===== src/hw/rtl/ising_pkg.sv =====
`timescale 1ns / 1ps
// shared widths, register codes and defaults for the ising spin update block
// no dependencies; used by the channel interfaces and the top level

package ising_pkg;

    localparam int SITE_W   = 5;
    localparam int FRAC_W   = 32;
    localparam int DH_W     = 5;
    localparam int ENERGY_W = 13;
    localparam int MAG_W    = 12;

    localparam int DEFAULT_LATTICE_SIDE = 32;

    // apb port
    localparam int APB_DATA_W = 32;
    localparam int APB_ADDR_W = 3;

    // register index, taken from paddr bit 2
    localparam logic REG_ACCEPT_DH4 = 1'b0;
    localparam logic REG_ACCEPT_DH8 = 1'b1;

    // most recent lattice change, used for read forwarding
    localparam logic [1:0] EV_NONE  = 2'd0;
    localparam logic [1:0] EV_WRITE = 2'd1;
    localparam logic [1:0] EV_CLEAR = 2'd2;

    localparam logic MODE_TRIAL    = 1'b0;
    localparam logic MODE_ALL_UP   = 1'b1;

endpackage


===== src/hw/rtl/ising_trial_if.sv =====
`timescale 1ns / 1ps
// valid/ready channel carrying one trial item into the block
// depends on ising_pkg for field widths

interface ising_trial_if
    import ising_pkg::*;
();
    logic              valid;
    logic              ready;
    logic              mode;
    logic [SITE_W-1:0] site_row;
    logic [SITE_W-1:0] site_col;
    logic [FRAC_W-1:0] random_fraction;

    modport source (
        output valid, mode, site_row, site_col, random_fraction,
        input  ready
    );

    modport sink (
        input  valid, mode, site_row, site_col, random_fraction,
        output ready
    );
endinterface


===== src/hw/rtl/ising_result_if.sv =====
`timescale 1ns / 1ps
// valid/ready channel carrying one result item out of the block
// depends on ising_pkg for field widths

interface ising_result_if
    import ising_pkg::*;
();
    logic                       valid;
    logic                       ready;
    logic                       flipped;
    logic                       bad_site;
    logic signed [DH_W-1:0]     energy_change;
    logic signed [ENERGY_W-1:0] total_energy;
    logic signed [MAG_W-1:0]    total_magnetization;

    modport source (
        output valid, flipped, bad_site, energy_change, total_energy, total_magnetization,
        input  ready
    );

    modport sink (
        input  valid, flipped, bad_site, energy_change, total_energy, total_magnetization,
        output ready
    );
endinterface


===== src/hw/rtl/ising_metropolis_spin_update_top.sv =====
`timescale 1ns / 1ps
// Metropolis single-spin update on a periodic square Ising lattice
// depends on ising_pkg, ising_trial_if and ising_result_if
//
// Usage:
//   trial  : valid/ready input channel; mode 0 runs a Metropolis trial at
//            (site_row, site_col) with random_fraction, mode 1 sets every
//            spin up and restores the energy and magnetization totals
//   result : valid/ready output channel, one item per trial item, with the
//            flip flag, bad-site flag, applied energy change and new totals
//   apb    : accept_below_dh4 at byte 0x0, accept_below_dh8 at byte 0x4;
//            write only while the block is idle, pready is always high
// Pipeline: the accepting edge loads the working stage; when the item advances,
//   it loads the result register, from which the result is taken.
// Throughput: one item per cycle while the result is taken; the lattice is kept as rows in three
//   replicated row memories (previous, own and next row read together) and
//   the row written by the item just before is forwarded.
// Reset: every spin up, totals at -2*side^2 and side^2, thresholds zero;
//   the block is ready right away (per-row valid bits, no clearing pass).
// Stall: while the result register is held, one more item is accepted and
//   parked in the working stage; then ready drops until the result is taken.

module ising_metropolis_spin_update_top
    import ising_pkg::*;
#(
    parameter int LATTICE_SIDE = DEFAULT_LATTICE_SIDE
) (
    input  logic                  clk,
    input  logic                  rst_n,
    ising_trial_if.sink           trial,
    ising_result_if.source        result,
    input  logic                  psel,
    input  logic                  penable,
    input  logic                  pwrite,
    input  logic [APB_ADDR_W-1:0] paddr,
    input  logic [APB_DATA_W-1:0] pwdata,
    output logic [APB_DATA_W-1:0] prdata,
    output logic                  pready
);

    localparam int ADDR_W = (LATTICE_SIDE > 1) ? $clog2(LATTICE_SIDE) : 1;
    localparam int EXT_W  = ((SITE_W > ADDR_W) ? SITE_W : ADDR_W) + 1;
    localparam int SITES  = LATTICE_SIDE * LATTICE_SIDE;

    localparam logic [EXT_W-1:0] SIDE_EXT = EXT_W'(LATTICE_SIDE);
    localparam logic [EXT_W-1:0] LAST_EXT = EXT_W'(LATTICE_SIDE - 1);
    localparam logic signed [ENERGY_W-1:0] ENERGY_RESET = ENERGY_W'(-2 * SITES);
    localparam logic signed [MAG_W-1:0]    MAG_RESET    = MAG_W'(SITES);
    localparam logic signed [MAG_W-1:0]    MAG_STEP     = MAG_W'(2);
    localparam logic [LATTICE_SIDE-1:0]    ROW_ALL_UP   = '1;

    // ---------------- configuration ----------------
    logic [FRAC_W-1:0] accept_dh4_reg;
    logic [FRAC_W-1:0] accept_dh8_reg;
    logic              cfg_write;

    assign pready    = 1'b1;
    assign cfg_write = psel && penable && pwrite && pready;
    assign prdata    = (paddr[2] == REG_ACCEPT_DH8) ? accept_dh8_reg : accept_dh4_reg;

    always_ff @(posedge clk or negedge rst_n)
    begin
        if (!rst_n)
        begin
            accept_dh4_reg <= '0;
            accept_dh8_reg <= '0;
        end
        else if (cfg_write)
        begin
            case (paddr[2])
                REG_ACCEPT_DH4: accept_dh4_reg <= pwdata;
                REG_ACCEPT_DH8: accept_dh8_reg <= pwdata;
                default:        accept_dh4_reg <= accept_dh4_reg;
            endcase
        end
    end

    // ---------------- input side: address generation ----------------
    logic             accept_in;
    logic             advance;
    logic [EXT_W-1:0] in_row_ext;
    logic [EXT_W-1:0] in_col_ext;
    logic             in_bad;
    logic [ADDR_W-1:0] in_ctr_addr;
    logic [ADDR_W-1:0] in_up_addr;
    logic [ADDR_W-1:0] in_dn_addr;

    assign in_row_ext  = EXT_W'(trial.site_row);
    assign in_col_ext  = EXT_W'(trial.site_col);
    assign in_bad      = (in_row_ext >= SIDE_EXT) || (in_col_ext >= SIDE_EXT);
    assign in_ctr_addr = in_row_ext[ADDR_W-1:0];

    always_comb
    begin
        logic [EXT_W-1:0] up_ext;
        logic [EXT_W-1:0] dn_ext;
        up_ext = (in_row_ext == '0) ? LAST_EXT : (in_row_ext - EXT_W'(1));
        dn_ext = (in_row_ext == LAST_EXT) ? '0 : (in_row_ext + EXT_W'(1));
        in_up_addr = up_ext[ADDR_W-1:0];
        in_dn_addr = dn_ext[ADDR_W-1:0];
    end

    // ---------------- working stage ----------------
    logic                    s1_valid_reg;
    logic                    s1_valid_next;
    logic                    s1_mode_reg;
    logic                    s1_bad_reg;
    logic [ADDR_W-1:0]       s1_ctr_addr_reg;
    logic [ADDR_W-1:0]       s1_up_addr_reg;
    logic [ADDR_W-1:0]       s1_dn_addr_reg;
    logic [ADDR_W-1:0]       s1_col_reg;
    logic [FRAC_W-1:0]       s1_frac_reg;
    logic [LATTICE_SIDE-1:0] s1_up_row_reg;
    logic [LATTICE_SIDE-1:0] s1_ctr_row_reg;
    logic [LATTICE_SIDE-1:0] s1_dn_row_reg;
    logic                    s1_up_vld_reg;
    logic                    s1_ctr_vld_reg;
    logic                    s1_dn_vld_reg;

    // row memories: three copies so three rows can be read together
    logic [LATTICE_SIDE-1:0] mem_up  [LATTICE_SIDE];
    logic [LATTICE_SIDE-1:0] mem_ctr [LATTICE_SIDE];
    logic [LATTICE_SIDE-1:0] mem_dn  [LATTICE_SIDE];
    logic [LATTICE_SIDE-1:0] row_valid_reg;

    logic                    row_wr;
    logic [LATTICE_SIDE-1:0] row_wr_data;
    logic                    lattice_clear;

    logic [1:0]              ev_kind_reg;
    logic [ADDR_W-1:0]       ev_addr_reg;
    logic [LATTICE_SIDE-1:0] ev_data_reg;

    assign trial.ready = !s1_valid_reg || advance;
    assign accept_in   = trial.valid && trial.ready;

    always_comb
    begin
        s1_valid_next = s1_valid_reg;
        if (accept_in)
            s1_valid_next = 1'b1;
        else if (advance)
            s1_valid_next = 1'b0;
    end

    always_ff @(posedge clk)
    begin
        if (row_wr)
        begin
            mem_up[s1_ctr_addr_reg]  <= row_wr_data;
            mem_ctr[s1_ctr_addr_reg] <= row_wr_data;
            mem_dn[s1_ctr_addr_reg]  <= row_wr_data;
        end
        if (accept_in)
        begin
            s1_mode_reg     <= trial.mode;
            s1_bad_reg      <= in_bad;
            s1_ctr_addr_reg <= in_ctr_addr;
            s1_up_addr_reg  <= in_up_addr;
            s1_dn_addr_reg  <= in_dn_addr;
            s1_col_reg      <= in_col_ext[ADDR_W-1:0];
            s1_frac_reg     <= trial.random_fraction;
            s1_up_row_reg   <= mem_up[in_up_addr];
            s1_ctr_row_reg  <= mem_ctr[in_ctr_addr];
            s1_dn_row_reg   <= mem_dn[in_dn_addr];
            s1_up_vld_reg   <= row_valid_reg[in_up_addr];
            s1_ctr_vld_reg  <= row_valid_reg[in_ctr_addr];
            s1_dn_vld_reg   <= row_valid_reg[in_dn_addr];
        end
    end

    // effective rows: an unwritten row reads all up; the last change is forwarded
    logic [LATTICE_SIDE-1:0] up_row;
    logic [LATTICE_SIDE-1:0] ctr_row;
    logic [LATTICE_SIDE-1:0] dn_row;

    always_comb
    begin
        up_row  = s1_up_vld_reg  ? s1_up_row_reg  : ROW_ALL_UP;
        ctr_row = s1_ctr_vld_reg ? s1_ctr_row_reg : ROW_ALL_UP;
        dn_row  = s1_dn_vld_reg  ? s1_dn_row_reg  : ROW_ALL_UP;
        case (ev_kind_reg)
            EV_CLEAR:
            begin
                up_row  = ROW_ALL_UP;
                ctr_row = ROW_ALL_UP;
                dn_row  = ROW_ALL_UP;
            end
            EV_WRITE:
            begin
                if (ev_addr_reg == s1_up_addr_reg)
                    up_row = ev_data_reg;
                if (ev_addr_reg == s1_ctr_addr_reg)
                    ctr_row = ev_data_reg;
                if (ev_addr_reg == s1_dn_addr_reg)
                    dn_row = ev_data_reg;
            end
            default:
            begin
                up_row = up_row;
            end
        endcase
    end

    // neighbor count and acceptance
    logic [ADDR_W-1:0]      col_left;
    logic [ADDR_W-1:0]      col_right;
    logic                   spin;
    logic [2:0]             matches_cnt;
    logic signed [DH_W-1:0] dh;
    logic                   take_flip;
    logic                   do_flip;

    always_comb
    begin
        logic [EXT_W-1:0] col_ext;
        logic [EXT_W-1:0] left_ext;
        logic [EXT_W-1:0] right_ext;
        col_ext   = EXT_W'(s1_col_reg);
        left_ext  = (col_ext == '0) ? LAST_EXT : (col_ext - EXT_W'(1));
        right_ext = (col_ext == LAST_EXT) ? '0 : (col_ext + EXT_W'(1));
        col_left  = left_ext[ADDR_W-1:0];
        col_right = right_ext[ADDR_W-1:0];
    end

    assign spin = ctr_row[s1_col_reg];

    // dH = 4*(neighbors equal to the spin) - 8
    assign matches_cnt = 3'(up_row[s1_col_reg] == spin) + 3'(dn_row[s1_col_reg] == spin)
                       + 3'(ctr_row[col_left] == spin) + 3'(ctr_row[col_right] == spin);

    always_comb
    begin
        case (matches_cnt)
            3'd0:
            begin
                dh        = -DH_W'(8);
                take_flip = 1'b1;
            end
            3'd1:
            begin
                dh        = -DH_W'(4);
                take_flip = 1'b1;
            end
            3'd2:
            begin
                dh        = '0;
                take_flip = 1'b1;
            end
            3'd3:
            begin
                dh        = DH_W'(4);
                take_flip = s1_frac_reg < accept_dh4_reg;
            end
            default:
            begin
                dh        = DH_W'(8);
                take_flip = s1_frac_reg < accept_dh8_reg;
            end
        endcase
    end

    assign do_flip       = (s1_mode_reg == MODE_TRIAL) && !s1_bad_reg && take_flip;
    assign row_wr        = advance && do_flip;
    assign row_wr_data   = ctr_row ^ (LATTICE_SIDE'(1) << s1_col_reg);
    assign lattice_clear = advance && (s1_mode_reg == MODE_ALL_UP);

    // ---------------- totals ----------------
    logic signed [ENERGY_W-1:0] energy_reg;
    logic signed [ENERGY_W-1:0] energy_next;
    logic signed [MAG_W-1:0]    mag_reg;
    logic signed [MAG_W-1:0]    mag_next;

    always_comb
    begin
        energy_next = energy_reg;
        mag_next    = mag_reg;
        if (s1_mode_reg == MODE_ALL_UP)
        begin
            energy_next = ENERGY_RESET;
            mag_next    = MAG_RESET;
        end
        else if (do_flip)
        begin
            energy_next = energy_reg + ENERGY_W'(dh);
            mag_next    = spin ? (mag_reg - MAG_STEP) : (mag_reg + MAG_STEP);
        end
    end

    // ---------------- result register ----------------
    logic                   res_valid_reg;
    logic                   res_valid_next;
    logic                   res_flipped_reg;
    logic                   res_bad_reg;
    logic signed [DH_W-1:0] res_dh_reg;

    assign advance = s1_valid_reg && (!res_valid_reg || result.ready);

    always_comb
    begin
        res_valid_next = res_valid_reg;
        if (advance)
            res_valid_next = 1'b1;
        else if (result.ready)
            res_valid_next = 1'b0;
    end

    always_ff @(posedge clk)
    begin
        if (advance)
        begin
            res_flipped_reg <= do_flip;
            res_bad_reg     <= (s1_mode_reg == MODE_TRIAL) && s1_bad_reg;
            res_dh_reg      <= do_flip ? dh : '0;
        end
    end

    assign result.valid               = res_valid_reg;
    assign result.flipped             = res_flipped_reg;
    assign result.bad_site            = res_bad_reg;
    assign result.energy_change       = res_dh_reg;
    assign result.total_energy        = energy_reg;
    assign result.total_magnetization = mag_reg;

    // ---------------- control state ----------------
    always_ff @(posedge clk or negedge rst_n)
    begin
        if (!rst_n)
        begin
            s1_valid_reg  <= 1'b0;
            res_valid_reg <= 1'b0;
            energy_reg    <= ENERGY_RESET;
            mag_reg       <= MAG_RESET;
            row_valid_reg <= '0;
            ev_kind_reg   <= EV_NONE;
            ev_addr_reg   <= '0;
            ev_data_reg   <= '0;
        end
        else
        begin
            s1_valid_reg  <= s1_valid_next;
            res_valid_reg <= res_valid_next;
            if (advance)
            begin
                energy_reg <= energy_next;
                mag_reg    <= mag_next;
            end
            if (lattice_clear)
            begin
                row_valid_reg <= '0;
                ev_kind_reg   <= EV_CLEAR;
            end
            else if (row_wr)
            begin
                row_valid_reg[s1_ctr_addr_reg] <= 1'b1;
                ev_kind_reg <= EV_WRITE;
                ev_addr_reg <= s1_ctr_addr_reg;
                ev_data_reg <= row_wr_data;
            end
        end
    end

endmodule

===== src/flat_wrapper.sv =====
// flat-port wrapper written by rule: the top's interface ports become plain ports
module ising_metropolis_spin_update_top_flat import ising_pkg::*;
#(
    parameter int LATTICE_SIDE = DEFAULT_LATTICE_SIDE
)
  (clk, rst_n, psel, penable, pwrite, paddr, pwdata, prdata, pready, trial_valid, trial_mode, trial_site_row, trial_site_col, trial_random_fraction, trial_ready, result_valid, result_flipped, result_bad_site, result_energy_change, result_total_energy, result_total_magnetization, result_ready);
  ising_trial_if trial_i ();
  ising_result_if result_i ();
  input  logic clk;
  input  logic rst_n;
  input  logic psel;
  input  logic penable;
  input  logic pwrite;
  input  logic [APB_ADDR_W-1:0] paddr;
  input  logic [APB_DATA_W-1:0] pwdata;
  output logic [APB_DATA_W-1:0] prdata;
  output logic pready;
  input wire logic [$bits(trial_i.valid)-1:0] trial_valid;
  input wire logic [$bits(trial_i.mode)-1:0] trial_mode;
  input wire logic [$bits(trial_i.site_row)-1:0] trial_site_row;
  input wire logic [$bits(trial_i.site_col)-1:0] trial_site_col;
  input wire logic [$bits(trial_i.random_fraction)-1:0] trial_random_fraction;
  output wire logic [$bits(trial_i.ready)-1:0] trial_ready;
  output wire logic [$bits(result_i.valid)-1:0] result_valid;
  output wire logic [$bits(result_i.flipped)-1:0] result_flipped;
  output wire logic [$bits(result_i.bad_site)-1:0] result_bad_site;
  output wire logic [$bits(result_i.energy_change)-1:0] result_energy_change;
  output wire logic [$bits(result_i.total_energy)-1:0] result_total_energy;
  output wire logic [$bits(result_i.total_magnetization)-1:0] result_total_magnetization;
  input wire logic [$bits(result_i.ready)-1:0] result_ready;
  assign trial_i.valid = trial_valid;
  assign trial_i.mode = trial_mode;
  assign trial_i.site_row = trial_site_row;
  assign trial_i.site_col = trial_site_col;
  assign trial_i.random_fraction = trial_random_fraction;
  assign trial_ready = trial_i.ready;
  assign result_valid = result_i.valid;
  assign result_flipped = result_i.flipped;
  assign result_bad_site = result_i.bad_site;
  assign result_energy_change = result_i.energy_change;
  assign result_total_energy = result_i.total_energy;
  assign result_total_magnetization = result_i.total_magnetization;
  assign result_i.ready = result_ready;
  ising_metropolis_spin_update_top #(.LATTICE_SIDE(LATTICE_SIDE)) u_core (.clk(clk), .rst_n(rst_n), .trial(trial_i), .result(result_i), .psel(psel), .penable(penable), .pwrite(pwrite), .paddr(paddr), .pwdata(pwdata), .prdata(prdata), .pready(pready));
endmodule

===== config.mk =====
export PLATFORM = sky130hd
export DESIGN_NAME = ising_metropolis_spin_update_top_flat
export DESIGN_NICKNAME = d
export VERILOG_FILES = /design/src/hw/rtl/ising_pkg.sv /design/src/hw/rtl/ising_trial_if.sv /design/src/hw/rtl/ising_result_if.sv /design/src/hw/rtl/ising_metropolis_spin_update_top.sv /design/src/flat_wrapper.sv
export SDC_FILE = /design/constraint.sdc
export NUM_CORES = 2
export LEC_CHECK = 0
export ABC_AREA = 0
export CORE_ASPECT_RATIO = 1.2
export CORE_MARGIN = 3
export CORE_UTILIZATION = 30
export DETAILED_ROUTE_END_ITERATION = 6
export DONT_BUFFER_PORTS = 1
export HOLD_SLACK_MARGIN = 0.06
export PLACE_DENSITY = 0.42
export SLEW_MARGIN = 5
export SYNTH_ARGS = -nofsm -noshare
export SYNTH_HDL_FRONTEND = slang
export SYNTH_SLANG_ARGS = --single-unit

===== constraint.sdc =====
create_clock -name clk -period 11 [get_ports clk]
set_input_delay 3.3 -clock clk [delete_from_list [all_inputs] [get_ports clk]]
set_output_delay 3.3 -clock clk [all_outputs]
set_load 0.02 [all_outputs]

==> flow_summary_export.csv <==
group,metric,value,unit
timing,timing.fmax,98.81,MHz
worst_setup_path,cp_slowest_stage_delay,0.83,ns
worst_setup_path,worst_r2r_end,"u_core.mem_dn[4][8]",
flow_run,drv.max_cap_violation_count,0,
floorplanning,die_x,463.0,µm
floorplanning,top_level_ports,152,
power,power_per_cell_area,222.6,nW/µm²
drt,postRouteAntennaNets,0,
finish,largest_reg_flops,896,
placement,placement.cell_area,79310,µm²
logic_synthesis,post_synth_fa_ha_maj_area_fraction,0.01534,
finish,syn2layout_area_growth,12.14,%
logic_synthesis,synth_simple_gate_area_share,0.1404,
global_routing,globalRouteTotalUtil,0.2417,
worst_setup_path,count_of_cells_along_the_worst_register_to_register_path,26,
status,violations,"DRC",
floorplanning,core_area,248500,µm²
worst_setup_path,worstSetupEndpoint,"u_core.mem_dn[4][8]",
logic_synthesis,most_instantiated_library_cell_after_synthesis,"sky130_fd_sc_hd__nand2_1",
worst_setup_path,timing.critical_path.required,11.43,ns
clock_network,clock_tree.htree_level_count,4,
finish,fin_cells,9656,
worst_setup_path,setup.worst_path.class,"register to register",
timing,fin_setup_tns,0,ns
power,worst_ir_drop_vdd,0.2947,mV
timing,final_period_minus_worst_setup_slack,10.12,ns
status,status,"finished, violations left",
timing,post-route-period-util,0.9200,
timing,worst-slew-pin-transition,1.281,ns
drt,totalWireLength,322.2,mm
power,net_switching_component_of_the_power,0.006779,W
worst_hold_path,hold_path.class,"register to register",
floorplanning,initial_core_utilization,0.3026,
finish,drive_gt1_frac,0.1589,
timing,rsz_0062_raised_after_global_routing,"no",
power,clkPwrFrac,0.278,
logic_synthesis,synth.mux.area_fraction,0.1326,
finish,area.sequential,39420,µm²
worst_setup_path,critical_path.endpoint_type,"register",
drt,drc,2,
logic_synthesis,biggest_area_contributors_in_the_synthesized_netlist,"sky130_fd_sc_hd__edfxtp_1 47%, sky130_fd_sc_hd__mux4_2 11%, sky130_fd_sc_hd__nand2_1 5.9%",
logic_synthesis,yosys.area.top_type_share,0.4712,
logic_synthesis,post_synth_xor_area_fraction,0.007571,
finish,fin_nets,6381,
power,power.share.switching,0.3611,
worst_setup_path,cp.depth,26,
drt,route.detailed.wl_per_inst,33.37,µm
worst_setup_path,critical_path.top_delay_family,"simple AND/OR/NAND/NOR gates",
timing,slew-limit-headroom,0.1458,
global_routing,globalRouteOverflowTotal,0,
drt,drtPass1Iterations,7,
logic_synthesis,synth-compound-area-share,0.1422,
finish,multi_input_area,33610,µm²
timing,report.final.hold_viol_count,0,
logic_synthesis,synthesis.instances,6490,
worst_setup_path,r2r_start,"u_core.s1_ctr_addr_reg[1]",
timing,finClkSkew,0.06102,ns
worst_setup_path,timing.critical_path.fanout_max,32,
worst_hold_path,min_path_cells,1,
logic_synthesis,synth.top_cells.by_count,"1,191 x sky130_fd_sc_hd__nand2_1, 1,180 x sky130_fd_sc_hd__edfxtp_1, 662 x sky130_fd_sc_hd__nand3_1",
worst_setup_path,cp_num_buf_inv,5,
placement,gp_congestion,0.9324,
worst_setup_path,worst_ep_arrival_time,10.55,ns
global_routing,largest_net_degree_at_the_start_of_global_routing,643,
clock_network,post_cts_buffers,0,
drt,detailroute.via_count,60450,
clock_network,clkLatencyLatePin,0.85,ns
global_routing,number_of_antenna_violations_at_the_first_check_in_global_routing,14,
clock_network,clockBufferDepth,4,
clock_network,clk_pin_slew,0.06,ns
clock_network,cts.repair.resized,0,
logic_synthesis,yosys_warnings,0,
global_routing,first_global_vias,58822,
floorplanning,design.die.area,256700,µm²
worst_setup_path,worst_setup_path_startpoint,"u_core.s1_ctr_addr_reg[1]",
worst_setup_path,worstSetupStartpointType,"register",
placement,place_inst,9374,
placement,portBuffers,0,
drt,drt_iter0_drc,8138,
clock_network,cts_buffers,159,
worst_setup_path,critical_path.slowest_cell,"sky130_fd_sc_hd__edfxtp_1",
logic_synthesis,syn_avg_cell_area,11.59,µm²
logic_synthesis,synth_area_leader_cell,"sky130_fd_sc_hd__edfxtp_1",
logic_synthesis,synth_enable_flop_cells,1180,
timing,drv_slew,0,
drt,via_per_instance_ratio,6.260,
worst_setup_path,reg2reg_setup_slack,0.88,ns
power,power_frac_comb,0.321,
finish,fill_cells,24365,
floorplanning,fp.dieH,554.4,µm
placement,dpl.hpwl,179.1,mm
global_routing,global_route_wire_length_before_repair,451.1,mm
clock_network,tritoncts,"built",
logic_synthesis,synth_cell_types,92,
logic_synthesis,yosys_register_bits,1339,
timing,setup_violations,0,
logic_synthesis,netlist_area,75200,µm²
power,internal_power,0.01200,W
finish,reg.largest.list,"u_core.mem_dn (896), u_core.mem_up (128)",
floorplanning,placementRows,200,
clock_network,holdBufCountCts,0,
clock_network,cts.sink_count,1339,
finish,largest_reg_by_ff_count,"u_core.mem_dn",
power,seq_power_share,0.402,
logic_synthesis,synth_flop_cell,"sky130_fd_sc_hd__edfxtp_1",
finish,stdcell_area,84330,µm²
logic_synthesis,yosysSeqAreaShare,0.5242,
logic_synthesis,synth_top_family_by_area,"compound AO/OA/AOI/OAI gates",
clock_network,cts_root_buf,"sky130_fd_sc_hd__clkbuf_16",
logic_synthesis,asyncSetResetFlopFracSynth,0.1187,
power,p_leak,27.67,nW
power by group through the flow:
stage               clock, W  combinational [W]  sequential (W)
finish               0.00521            0.00602         0.00754
CTS                  0.00533            0.00596         0.00753
detailed placement         0            0.00596         0.00764
global route         0.00553            0.00649         0.00758
floorplan                  0            0.00367         0.00751
global placement           0            0.00590         0.00763
worst min-delay path by stage:
stage,from,to,slack [ns]
floorplan,u_core.s1_valid_reg,u_core.result.valid,0.46
detailed placement,u_core.accept_dh4_reg[5],u_core.accept_dh4_reg[5],0.49
CTS,u_core.accept_dh4_reg[28],u_core.accept_dh4_reg[28],0.51
finish,u_core.accept_dh4_reg[30],u_core.accept_dh4_reg[30],0.50
global placement,u_core.accept_dh4_reg[1],u_core.accept_dh4_reg[1],0.49
global route,u_core.accept_dh4_reg[1],u_core.accept_dh4_reg[1],0.52
cell usage in the layout (no fill, tap or decap), drive strengths merged, types with 33 or more instances in the layout:
cell type  netlist  final
a211oi          44     44
a21oi          200    200
a311o           64     64
a311oi         171    171
a31oi           49     49
and3            46     46
buf            106    185
clkbuf         530    204
clkinv           3     53
dfrtp          156    156
edfxtp        1180   1180
ha              89     89
inv             91     95
mux2           102    102
mux4           379    379
nand2         1191   1191
nand2b          54     54
nand3          663    663
nor2           196    196
nor2b           46     46
nor3            45     45
o211ai          61     61
o21ai           87     87
o221ai         466    466
o31ai           78     78
or3             33     33
xor2            34     34
worst register-to-register path, cell delays in order (launching register included):
cell                       delay [ns]
sky130_fd_sc_hd__edfxtp_1        0.83
sky130_fd_sc_hd__xor2_1          0.18
sky130_fd_sc_hd__o31ai_1         0.72
sky130_fd_sc_hd__and3_2          0.68
sky130_fd_sc_hd__buf_4           0.39
sky130_fd_sc_hd__o22a_1          0.37
sky130_fd_sc_hd__a22oi_1         0.14
sky130_fd_sc_hd__nor4_1          0.83
sky130_fd_sc_hd__buf_4           0.26
sky130_fd_sc_hd__nor2_2          0.09
sky130_fd_sc_hd__nor2_2          0.39
sky130_fd_sc_hd__xnor2_1         0.14
sky130_fd_sc_hd__ha_1            0.29
sky130_fd_sc_hd__inv_1           0.05
sky130_fd_sc_hd__fa_1            0.39
sky130_fd_sc_hd__inv_1           0.07
sky130_fd_sc_hd__ha_1            0.30
sky130_fd_sc_hd__or3b_2          0.24
sky130_fd_sc_hd__nor4_1          0.09
sky130_fd_sc_hd__nand2_1         0.07
sky130_fd_sc_hd__o221ai_1        0.10
sky130_fd_sc_hd__nor4b_1         0.60
sky130_fd_sc_hd__o21a_1          0.27
sky130_fd_sc_hd__nand3_4         0.41
sky130_fd_sc_hd__or3_1           0.84
sky130_fd_sc_hd__nor4b_2         0.45
sky130_fd_sc_hd__buf_12          0.34
layer usage:
layer	global-route usage	vias to the layer above	wire, µm
met3	0.04329	737	27250
li1	-	25030	-
met1	0.3104	31087	127100
met4	0.1150	2	16910
met2	0.3945	3594	151000
met5	0	-	13
cell families after synthesis:
logic type                 after synthesis
AOI/OAI and AO/OA                     1384
xor gates and xnor gates                65
adders and majority gates               91
buffers and inverters                  730
DFF                                   1339
muxes                                  510
other                                    2
and+or+nand+nor                       2369
area by class of cell:
type / instances / share of cell area
Sequential cell: 1339 / 0.4674
Multi-Input combinational cell: 4426 / 0.3985
Clock buffer: 204 / 0.04968
Tap cell: 3333 / 0.04945
Timing Repair Buffer: 185 / 0.02119
Clock inverter: 72 / 0.008813
Inverter: 94 / 0.004852
Antenna cell: 3 / 0.00008902
through the flow:
step	utilization	hold slack, ns	setup WS [ns]	total power (W)
floorplan	-	0.4634	1.314	0.01118
global route	0.3393	0.5186	0.4260	0.01960
detailed placement	0.3192	0.4930	1.108	0.01360
global placement	0.3192	0.4879	0.9630	0.01353
finish	0.3394	0.5038	0.8795	0.01877
CTS	0.3390	0.5062	0.9908	0.01883
Note: power is estimated with default switching activity, not from simulation.
